**src/design/lru_erl_pkg.sv**
```systemverilog
package lru_erl_pkg;

  localparam int unsigned KEY_W = 64;
  localparam int unsigned CNT_W = 32;
  localparam int unsigned ME_W  = 5;
  localparam int unsigned CFG_W = 32;
  localparam int unsigned IDX_W = 1;

  // register indexes on the configuration port
  localparam logic [IDX_W-1:0] REG_MAX_ENTRIES    = 1'b0;
  localparam logic [IDX_W-1:0] REG_PRINT_INTERVAL = 1'b1;

  // input op codes
  localparam logic OP_CHECK = 1'b0;
  localparam logic OP_CLEAR = 1'b1;

  localparam logic [ME_W-1:0]  MAX_ENTRIES_RST    = 5'd16;
  localparam logic [CNT_W-1:0] PRINT_INTERVAL_RST = 32'd1;

  typedef enum logic [1:0] {
    S_IDLE,
    S_CMP,
    S_UPD
  } state_e;

  // one table entry as it moves down the chain
  typedef struct packed {
    logic             valid;
    logic [KEY_W-1:0] key;
    logic [CNT_W-1:0] cnt;
  } entry_t;

  // control shared by every cell
  typedef struct packed {
    logic cmp;
    logic upd;
    logic clear;
    logic hit;
    logic evict;
  } cell_ctl_t;

endpackage

```
**src/design/lru_erl_cell.sv**
```systemverilog
module lru_erl_cell (
  input  logic                          clk_i,
  input  logic                          rst_ni,
  input  lru_erl_pkg::cell_ctl_t        ctl_i,
  input  logic [lru_erl_pkg::KEY_W-1:0] cmp_key_i,
  input  logic [lru_erl_pkg::CNT_W-1:0] ivl_i,
  input  lru_erl_pkg::entry_t           prev_i,
  input  logic                          seen_i,
  output lru_erl_pkg::entry_t           ent_o,
  output logic                          seen_o,
  output logic                          match_o,
  output logic [lru_erl_pkg::CNT_W-1:0] hit_cnt_o
);
  import lru_erl_pkg::*;

  logic             valid_q;
  logic [KEY_W-1:0] key_q;
  logic [CNT_W-1:0] cnt_q;
  logic             match_q;
  logic             match_d;
  logic [CNT_W-1:0] nxt_q;
  logic [CNT_W-1:0] nxt_d;
  logic [CNT_W:0]   inc;
  logic             shift;

  always_comb begin
    match_d = valid_q && (key_q == cmp_key_i);
    inc     = {1'b0, cnt_q} + {{CNT_W{1'b0}}, 1'b1};
    // wrap the residue once it reaches the interval
    nxt_d   = (inc >= {1'b0, ivl_i}) ? '0 : inc[CNT_W-1:0];
  end

  // hit: cells up to the matching one take their left neighbor
  // miss: occupied cells move down, the first free one fills unless evicting
  always_comb begin
    if (ctl_i.hit) begin
      shift = !seen_i;
    end else begin
      shift = valid_q || (prev_i.valid && !ctl_i.evict);
    end
  end

  always_ff @(posedge clk_i or negedge rst_ni) begin
    if (!rst_ni) begin
      valid_q <= 1'b0;
      match_q <= 1'b0;
    end else begin
      if (ctl_i.cmp) begin
        match_q <= match_d;
      end
      if (ctl_i.upd && ctl_i.clear) begin
        valid_q <= 1'b0;
      end else if (ctl_i.upd && shift) begin
        valid_q <= prev_i.valid;
      end
    end
  end

  always_ff @(posedge clk_i) begin
    if (ctl_i.cmp) begin
      nxt_q <= nxt_d;
    end
    if (ctl_i.upd && !ctl_i.clear && shift) begin
      key_q <= prev_i.key;
      cnt_q <= prev_i.cnt;
    end
  end

  assign ent_o     = '{valid: valid_q, key: key_q, cnt: cnt_q};
  assign seen_o    = seen_i | match_q;
  assign match_o   = match_q;
  assign hit_cnt_o = match_q ? nxt_q : '0;

endmodule

```
**src/design/lru_event_rate_limiter.sv**
```systemverilog
// Channel   Direction  Handshake              Words
// in        input      in_valid_i/in_stall_o   op_i, hash_key_i
// out       output     out_valid_o/out_stall_i should_pass_o, was_hit_o
// cfg       input      cfg_we_i                cfg_idx_i, cfg_wdata_i
//
// Each word passes through capture, parallel key compare in every cell,
// then the chain shift that moves the entry to the head of the recency row.
// The update waits while a previous result is still held on a stalled output.
// Reset empties the table and sets max_entries to 16, print_interval to 1.
// The entries are kept in recency order: cell 0 is the most recent.
module lru_event_rate_limiter #(
  parameter int unsigned ENTRIES = 16
) (
  input  logic                          clk_i,
  input  logic                          rst_ni,
  input  logic                          in_valid_i,
  output logic                          in_stall_o,
  input  logic                          op_i,
  input  logic [lru_erl_pkg::KEY_W-1:0] hash_key_i,
  output logic                          out_valid_o,
  input  logic                          out_stall_i,
  output logic                          should_pass_o,
  output logic                          was_hit_o,
  input  logic                          cfg_we_i,
  input  logic [lru_erl_pkg::IDX_W-1:0] cfg_idx_i,
  input  logic [lru_erl_pkg::CFG_W-1:0] cfg_wdata_i
);
  import lru_erl_pkg::*;

  localparam int unsigned PIDX_W = (ENTRIES > 1) ? $clog2(ENTRIES) : 1;

  state_e           state_q, state_d;
  logic [ME_W-1:0]  max_entries_q;
  logic [CNT_W-1:0] print_interval_q;
  logic             op_q;
  logic [KEY_W-1:0] key_q;
  logic             out_valid_q;
  logic             should_pass_q;
  logic             was_hit_q;

  logic             in_stall;
  logic             upd_fire;
  logic             hit;
  logic             evict;
  logic [CNT_W-1:0] ivl_eff;
  logic [CNT_W-1:0] sel_nxt;
  logic [8:0]       me_ext;
  logic [8:0]       capm1_w;
  logic [PIDX_W-1:0] capm1;
  entry_t           head;
  cell_ctl_t        ctl;
  logic             pass_d;

  entry_t           ent     [ENTRIES];
  logic             seen    [ENTRIES];
  logic [CNT_W-1:0] hit_cnt [ENTRIES];
  logic [ENTRIES-1:0] valid_vec;
  logic [ENTRIES-1:0] match_vec;

  // configuration
  always_ff @(posedge clk_i or negedge rst_ni) begin
    if (!rst_ni) begin
      max_entries_q    <= MAX_ENTRIES_RST;
      print_interval_q <= PRINT_INTERVAL_RST;
    end else if (cfg_we_i) begin
      case (cfg_idx_i)
        REG_MAX_ENTRIES:    max_entries_q    <= cfg_wdata_i[ME_W-1:0];
        REG_PRINT_INTERVAL: print_interval_q <= cfg_wdata_i[CNT_W-1:0];
        default: ;
      endcase
    end
  end

  assign ivl_eff = (print_interval_q == '0) ? {{(CNT_W-1){1'b0}}, 1'b1} : print_interval_q;

  // index of the last slot under the effective capacity
  always_comb begin
    me_ext = 9'(max_entries_q);
    if (max_entries_q == '0) begin
      capm1_w = '0;
    end else if (me_ext >= 9'(ENTRIES)) begin
      capm1_w = 9'(ENTRIES - 1);
    end else begin
      capm1_w = me_ext - 9'd1;
    end
    capm1 = capm1_w[PIDX_W-1:0];
  end

  // state machine
  always_comb begin
    state_d = state_q;
    case (state_q)
      S_IDLE:  if (in_valid_i) state_d = S_CMP;
      S_CMP:   state_d = S_UPD;
      S_UPD:   if (upd_fire) state_d = S_IDLE;
      default: state_d = S_IDLE;
    endcase
  end

  always_comb begin
    in_stall = (state_q != S_IDLE);
    upd_fire = (state_q == S_UPD) && !(out_valid_q && out_stall_i);
  end

  always_ff @(posedge clk_i or negedge rst_ni) begin
    if (!rst_ni) begin
      state_q <= S_IDLE;
    end else begin
      state_q <= state_d;
    end
  end

  always_ff @(posedge clk_i) begin
    if (in_valid_i && !in_stall) begin
      op_q  <= op_i;
      key_q <= hash_key_i;
    end
  end

  // select the advanced residue of the matching cell
  always_comb begin
    sel_nxt = '0;
    for (int p = 0; p < ENTRIES; p++) begin
      sel_nxt = sel_nxt | hit_cnt[p];
    end
  end

  assign hit   = seen[ENTRIES-1];
  assign evict = valid_vec[capm1];

  always_comb begin
    ctl = '{cmp: (state_q == S_CMP), upd: upd_fire, clear: (op_q == OP_CLEAR),
            hit: hit, evict: evict};
    head.valid = 1'b1;
    head.key   = key_q;
    if (hit) begin
      head.cnt = sel_nxt;
    end else begin
      // a new key starts at one occurrence, already wrapped for an interval of one
      head.cnt = (ivl_eff == {{(CNT_W-1){1'b0}}, 1'b1}) ? '0 : {{(CNT_W-1){1'b0}}, 1'b1};
    end
  end

  for (genvar p = 0; p < ENTRIES; p++) begin : g_cell
    entry_t prev;
    logic   seen_in;
    if (p == 0) begin : g_head
      assign prev    = head;
      assign seen_in = 1'b0;
    end else begin : g_body
      assign prev    = ent[p-1];
      assign seen_in = seen[p-1];
    end

    lru_erl_cell u_cell (
      .clk_i     (clk_i),
      .rst_ni    (rst_ni),
      .ctl_i     (ctl),
      .cmp_key_i (key_q),
      .ivl_i     (ivl_eff),
      .prev_i    (prev),
      .seen_i    (seen_in),
      .ent_o     (ent[p]),
      .seen_o    (seen[p]),
      .match_o   (match_vec[p]),
      .hit_cnt_o (hit_cnt[p])
    );

    assign valid_vec[p] = ent[p].valid;
  end

  // result word
  always_comb begin
    if (op_q == OP_CLEAR) begin
      pass_d = 1'b0;
    end else if (hit) begin
      pass_d = (sel_nxt == '0);
    end else begin
      pass_d = 1'b1;
    end
  end

  always_ff @(posedge clk_i or negedge rst_ni) begin
    if (!rst_ni) begin
      out_valid_q <= 1'b0;
    end else if (upd_fire) begin
      out_valid_q <= 1'b1;
    end else if (out_valid_q && !out_stall_i) begin
      out_valid_q <= 1'b0;
    end
  end

  always_ff @(posedge clk_i) begin
    if (upd_fire) begin
      should_pass_q <= pass_d;
      was_hit_q     <= (op_q != OP_CLEAR) && hit;
    end
  end

  assign in_stall_o    = in_stall;
  assign out_valid_o   = out_valid_q;
  assign should_pass_o = should_pass_q;
  assign was_hit_o     = was_hit_q;

  a_clear_empties: assert property (@(posedge clk_i) disable iff (!rst_ni)
    (upd_fire && (op_q == OP_CLEAR)) |=> (valid_vec == '0))
    else $error("table not empty after clear");

  a_single_match: assert property (@(posedge clk_i) disable iff (!rst_ni)
    (state_q == S_UPD) |-> $onehot0(match_vec))
    else $error("key found in more than one cell");

  a_valid_prefix: assert property (@(posedge clk_i) disable iff (!rst_ni)
    ((valid_vec & (valid_vec + {{(ENTRIES-1){1'b0}}, 1'b1})) == '0))
    else $error("occupied cells do not form a prefix");

  a_out_after_upd: assert property (@(posedge clk_i) disable iff (!rst_ni)
    $rose(out_valid_q) |-> $past(state_q == S_UPD))
    else $error("result word raised outside update");

endmodule

```
**config.mk**
```make
export PLATFORM = sky130hd
export DESIGN_NAME = lru_event_rate_limiter
export DESIGN_NICKNAME = d
export VERILOG_FILES = /design/src/design/lru_erl_pkg.sv /design/src/design/lru_erl_cell.sv /design/src/design/lru_event_rate_limiter.sv
export SDC_FILE = /design/constraint.sdc
export NUM_CORES = 2
export LEC_CHECK = 0
export ABC_AREA = 1
export ABC_CLOCK_PERIOD_IN_PS = 15800
export BUFFER_PORTS_ARGS = -buffer_cell sky130_fd_sc_hd__buf_2
export CAP_MARGIN = 20
export CORE_UTILIZATION = 58
export DETAILED_ROUTE_END_ITERATION = 6
export PLACE_DENSITY = 0.86
export SLEW_MARGIN = 20
export SYNTH_ARGS = -nofsm -noshare
export SYNTH_HDL_FRONTEND = slang
export SYNTH_SLANG_ARGS = --single-unit
```
**constraint.sdc**
```tcl
create_clock -name clk_i -period 15.8 [get_ports clk_i]
set_clock_uncertainty 0.1 [all_clocks]
set_input_delay 0.79 -clock clk_i [delete_from_list [all_inputs] [get_ports clk_i]]
set_output_delay 0.79 -clock clk_i [all_outputs]
set_load 0.02 [all_outputs]
```
==> flow_summary.yaml <==
setup_path:
  crit_type: "reg2reg"
  worstSetupStartpointType: "flop"
  cp.required_ps: 16260
  cpMostUsedCell: "nand3_1"
  ff2ff_setup_slack_ps: 10670
  cp_max_fo: 64
  critPathSlowestCell: "buf_4"
  cp-end-kind: "flop"
  slowest_delay_ps: 930
  crit_chain: "inv_1 > ha_1 > inv_1 > nor2_1 > nand2_1 > o21ai_0 > nand3_1 > nand3_1 > nand3b_1 > nand2_1 > inv_2 > nand2_1 > nand3_1 > nand3_1 > nor2_4 > buf_4"
  arrival_ps: 5600
placement:
  place_congestion: 1.11
  portBuffers: 106
  dp_hpwl_um: 337000
  placedCellCount: 13100
  dpl_cell_area_um2: 116000
final_layout:
  n_fill_cell: 14300
  layout-drive-gt1-share_pct: 8.62
  areaGrowthSynthToFinish_pct: 10.8
  final_cells: 13600
  nets: 11500
  final_area_um2: 125000
  fin_util_pct: 64.7
synthesis:
  ys_warn_count: 0
  synth_edf_count: 2115
  yosysTopAreaCell: "edfxtp_1"
  synthTopCellsByCount: "2,115 x edfxtp_1, 1,727 x nand2_1, 1,233 x inv_1"
  synth_flop_cell: "edfxtp_1"
  post-synth-top-area-fraction_pct: 56.5
  async_reset_ff_share_pct: 3.29
  syn_area_um2: 112000
  synth.area.top_cells: "edfxtp_1 57%, ha_1 5.9%, nand2_1 5.8%, xor2_1 4.5%, xnor2_1 4.2%"
  synth_most_common_cell: "edfxtp_1"
  synth_cell_types: 63
  synth.yosys.seq_area_share_pct: 58.1
  yosys_register_bits: 2187
  avgSynthCellArea_um2: 10.7
  syn_nets: 11200
  syn_inst: 10500
sta:
  fmax_mhz: 195
  finalMaxSlewViolations: 0
  worstMarginPinSlew_ps: 1260
  rsz0062_at_grt: "no"
  fin_crit_sh_pct: 32.5
  setup_tns_ps: 0
  finalSetupViolations: 0
  relSlewSlack_pct: 15.1
  fin_crit_ps: 5130
  hold_viol: 0
power_and_ir_drop:
  ir_worst_vdd_uv: 135
  p_seq_share_pct: 49.1
  power.switching_mw: 4.19
  p_leak_nw: 48.1
  powerDensity_nw_per_um2: 115
  intPower_mw: 10.2
  p_clk_share_pct: 37.3
  comb_power_share_pct: 13.6
  p_sw_share_pct: 29.2
drt:
  viasPerCell: 6.54
  wl_met2_um: 192000
  wl_met1_um: 165000
  highest_layer: "met5"
  drc: 0
  route.met3.wl_um: 68200
  ant_nets: 0
  wirelength_um: 457000
  first_pass_iters: 7
  wire_per_inst_um: 33.6
  dr_total_vias: 88900
  drtIter0Drc: 15400
clock_tree:
  cts_sinks: 2187
  insertion_delay_ps: 960
  cts_tree: "done"
  h-tree-depth: 4
  cts_root_buf: "clkbuf_16"
  clk_path_buf_depth: 3
  path_clk_slew_ps: 60
  numCtsBuffers: 220
run_status:
  status: "finished clean"
die:
  fp.coreArea_um2: 193000
  fp.dieW_um: 442
  dieArea_um2: 196000
  start_util_pct: 58.4
  row_count: 161
  die_h_um: 442
  io_pins: 107
global_routing:
  grt_max_degree: 158
  grt.total_usage_pct: 46.0
  grt_pass1_wl_um: 630000
  grt_pass1_vias: 84000
  antenna_found_initial: 44
  grt_remaining_overflow: 0
worst_hold_path:
  hold_path.class: "in2reg"
run:
  cap_viol_max_count: 0
timing repair:
action,in CTS,in global routing
endpoints found under the hold margin,85,0
hold buffers,58,0
gates resized for setup,0,0
setup endpoints to repair,0,0
setup buffers,0,0
state kept, by name, summed over array words and instances (netlist names):
signal                 count
max_entries_q              5
g_cell.u_cell.key_q     1024
state_q                    2
g_cell.u_cell.match_o     16
should_pass_o              1
out_valid_o                1
print_interval_q          32
g_cell.u_cell.cnt_q      512
g_cell.u_cell.valid_q     16
op_q                       1
was_hit_o                  1
key_q                     64
g_cell.u_cell.nxt_q      512
routing by layer:
metal | track usage [%] | up-vias
met5 | 0 | -
met4 | 25.9 | 36
met3 | 14.7 | 1520
met2 | 66.4 | 7524
met1 | 61.6 | 42800
li1 | - | 37000
final timing paths:
path	from	to	cells past startpoint
max reg2reg	max_entries_q[0]	g_cell[11].u_cell.key_q[11]	16
min	cfg_wdata_i[28]	print_interval_q[28]	3
max	max_entries_q[0]	g_cell[11].u_cell.key_q[11]	16
max in group asynchronous	rst_ni	g_cell[10].u_cell.match_o	3
min reg2reg	g_cell[0].u_cell.key_q[42]	g_cell[1].u_cell.key_q[42]	0
min in group asynchronous	rst_ni	print_interval_q[29]	2
cells in the final DEF, fill, tap and decap left out, drive strengths merged, types with 4 or more instances in the layout:
cell | synthesis | routed
a2111oi | 4 | 4
o21bai | 8 | 8
nand3 | 367 | 367
nor3b | 13 | 13
clkinv | 5 | 101
nand3b | 30 | 30
inv | 1240 | 1250
o31ai | 5 | 5
bufinv | 0 | 16
ha | 530 | 530
a211oi | 26 | 26
nor2 | 1242 | 1242
nor4 | 225 | 225
o2111ai | 8 | 8
xnor2 | 539 | 539
buf | 118 | 289
dlygate4sd3 | 0 | 58
and3 | 15 | 15
a21o | 12 | 12
nand4 | 600 | 600
or3 | 4 | 4
edfxtp | 2115 | 2115
nor4b | 8 | 8
nor3 | 178 | 178
clkinvlp | 0 | 16
xor2 | 580 | 580
a22o | 19 | 19
or2 | 182 | 182
dfrtp | 70 | 70
a31o | 7 | 7
o21ai | 140 | 140
o21a | 11 | 11
diode | 0 | 31
a221oi | 33 | 33
o211ai | 20 | 20
o22ai | 30 | 30
nand2 | 1731 | 1731
clkbuf | 141 | 268
a21oi | 267 | 267
through the flow:
stage | worst slack [ps] | hold WS [ps] | total power, mW
4_1_cts | 10720 | 33.3 | 14.2
3_5_place_dp | 10740 | 337 | 8.96
2_1_floorplan | 6860 | 321 | 8.17
6_report | 10670 | 61.4 | 14.4
5_1_grt | 10250 | 54.3 | 14.6
3_3_place_gp | 10840 | 329 | 8.90
power groups by stage:
stage	Combinational, mW	Clock, mW	Sequential (mW)
2_1_floorplan	1.11	0	7.06
3_3_place_gp	1.77	0	7.14
3_5_place_dp	1.81	0	7.14
4_1_cts	1.85	5.30	7.03
5_1_grt	2.04	5.52	7.06
6_report	1.96	5.35	7.06
final cells by class:
type,count,area [µm²],share of cell area (%)
timing repair buffer,347,2680,2.15
inverter,1245,4680,3.76
clock inverter,138,1480,1.19
sequential,2187,65300,52.5
multi-input combinational,6850,41400,33.2
clock buffer,268,5750,4.61
tap,2526,3160,2.54
antenna,31,77.6,0.0623
cells by family (layout without fill, tap and decap cells):
group | Yosys count | count (layout) | synth area share [%]
DFF | 2187 | 2187 | 58.1
adders and majority gates | 530 | 530 | 5.90
other | 0 | 31 | 0
xor gates and xnor gates | 1119 | 1119 | 8.72
and+or+nand+nor | 4598 | 4598 | 18.9
AOI/OAI and AO/OA | 603 | 603 | 3.18
buffers and inverters | 1504 | 1998 | 5.18
worst max-delay path: cells and delay by family, from the launching register on:
family                   cells  cell delay, ps
adder cells (fa/ha/maj)      1             190
AND/OR/NAND/NOR             10            2260
buffers and inverters        4            1260
flip-flops                   1             380
AO/OA/AOI/OAI                1             400
(Power assumes the default switching activity.)
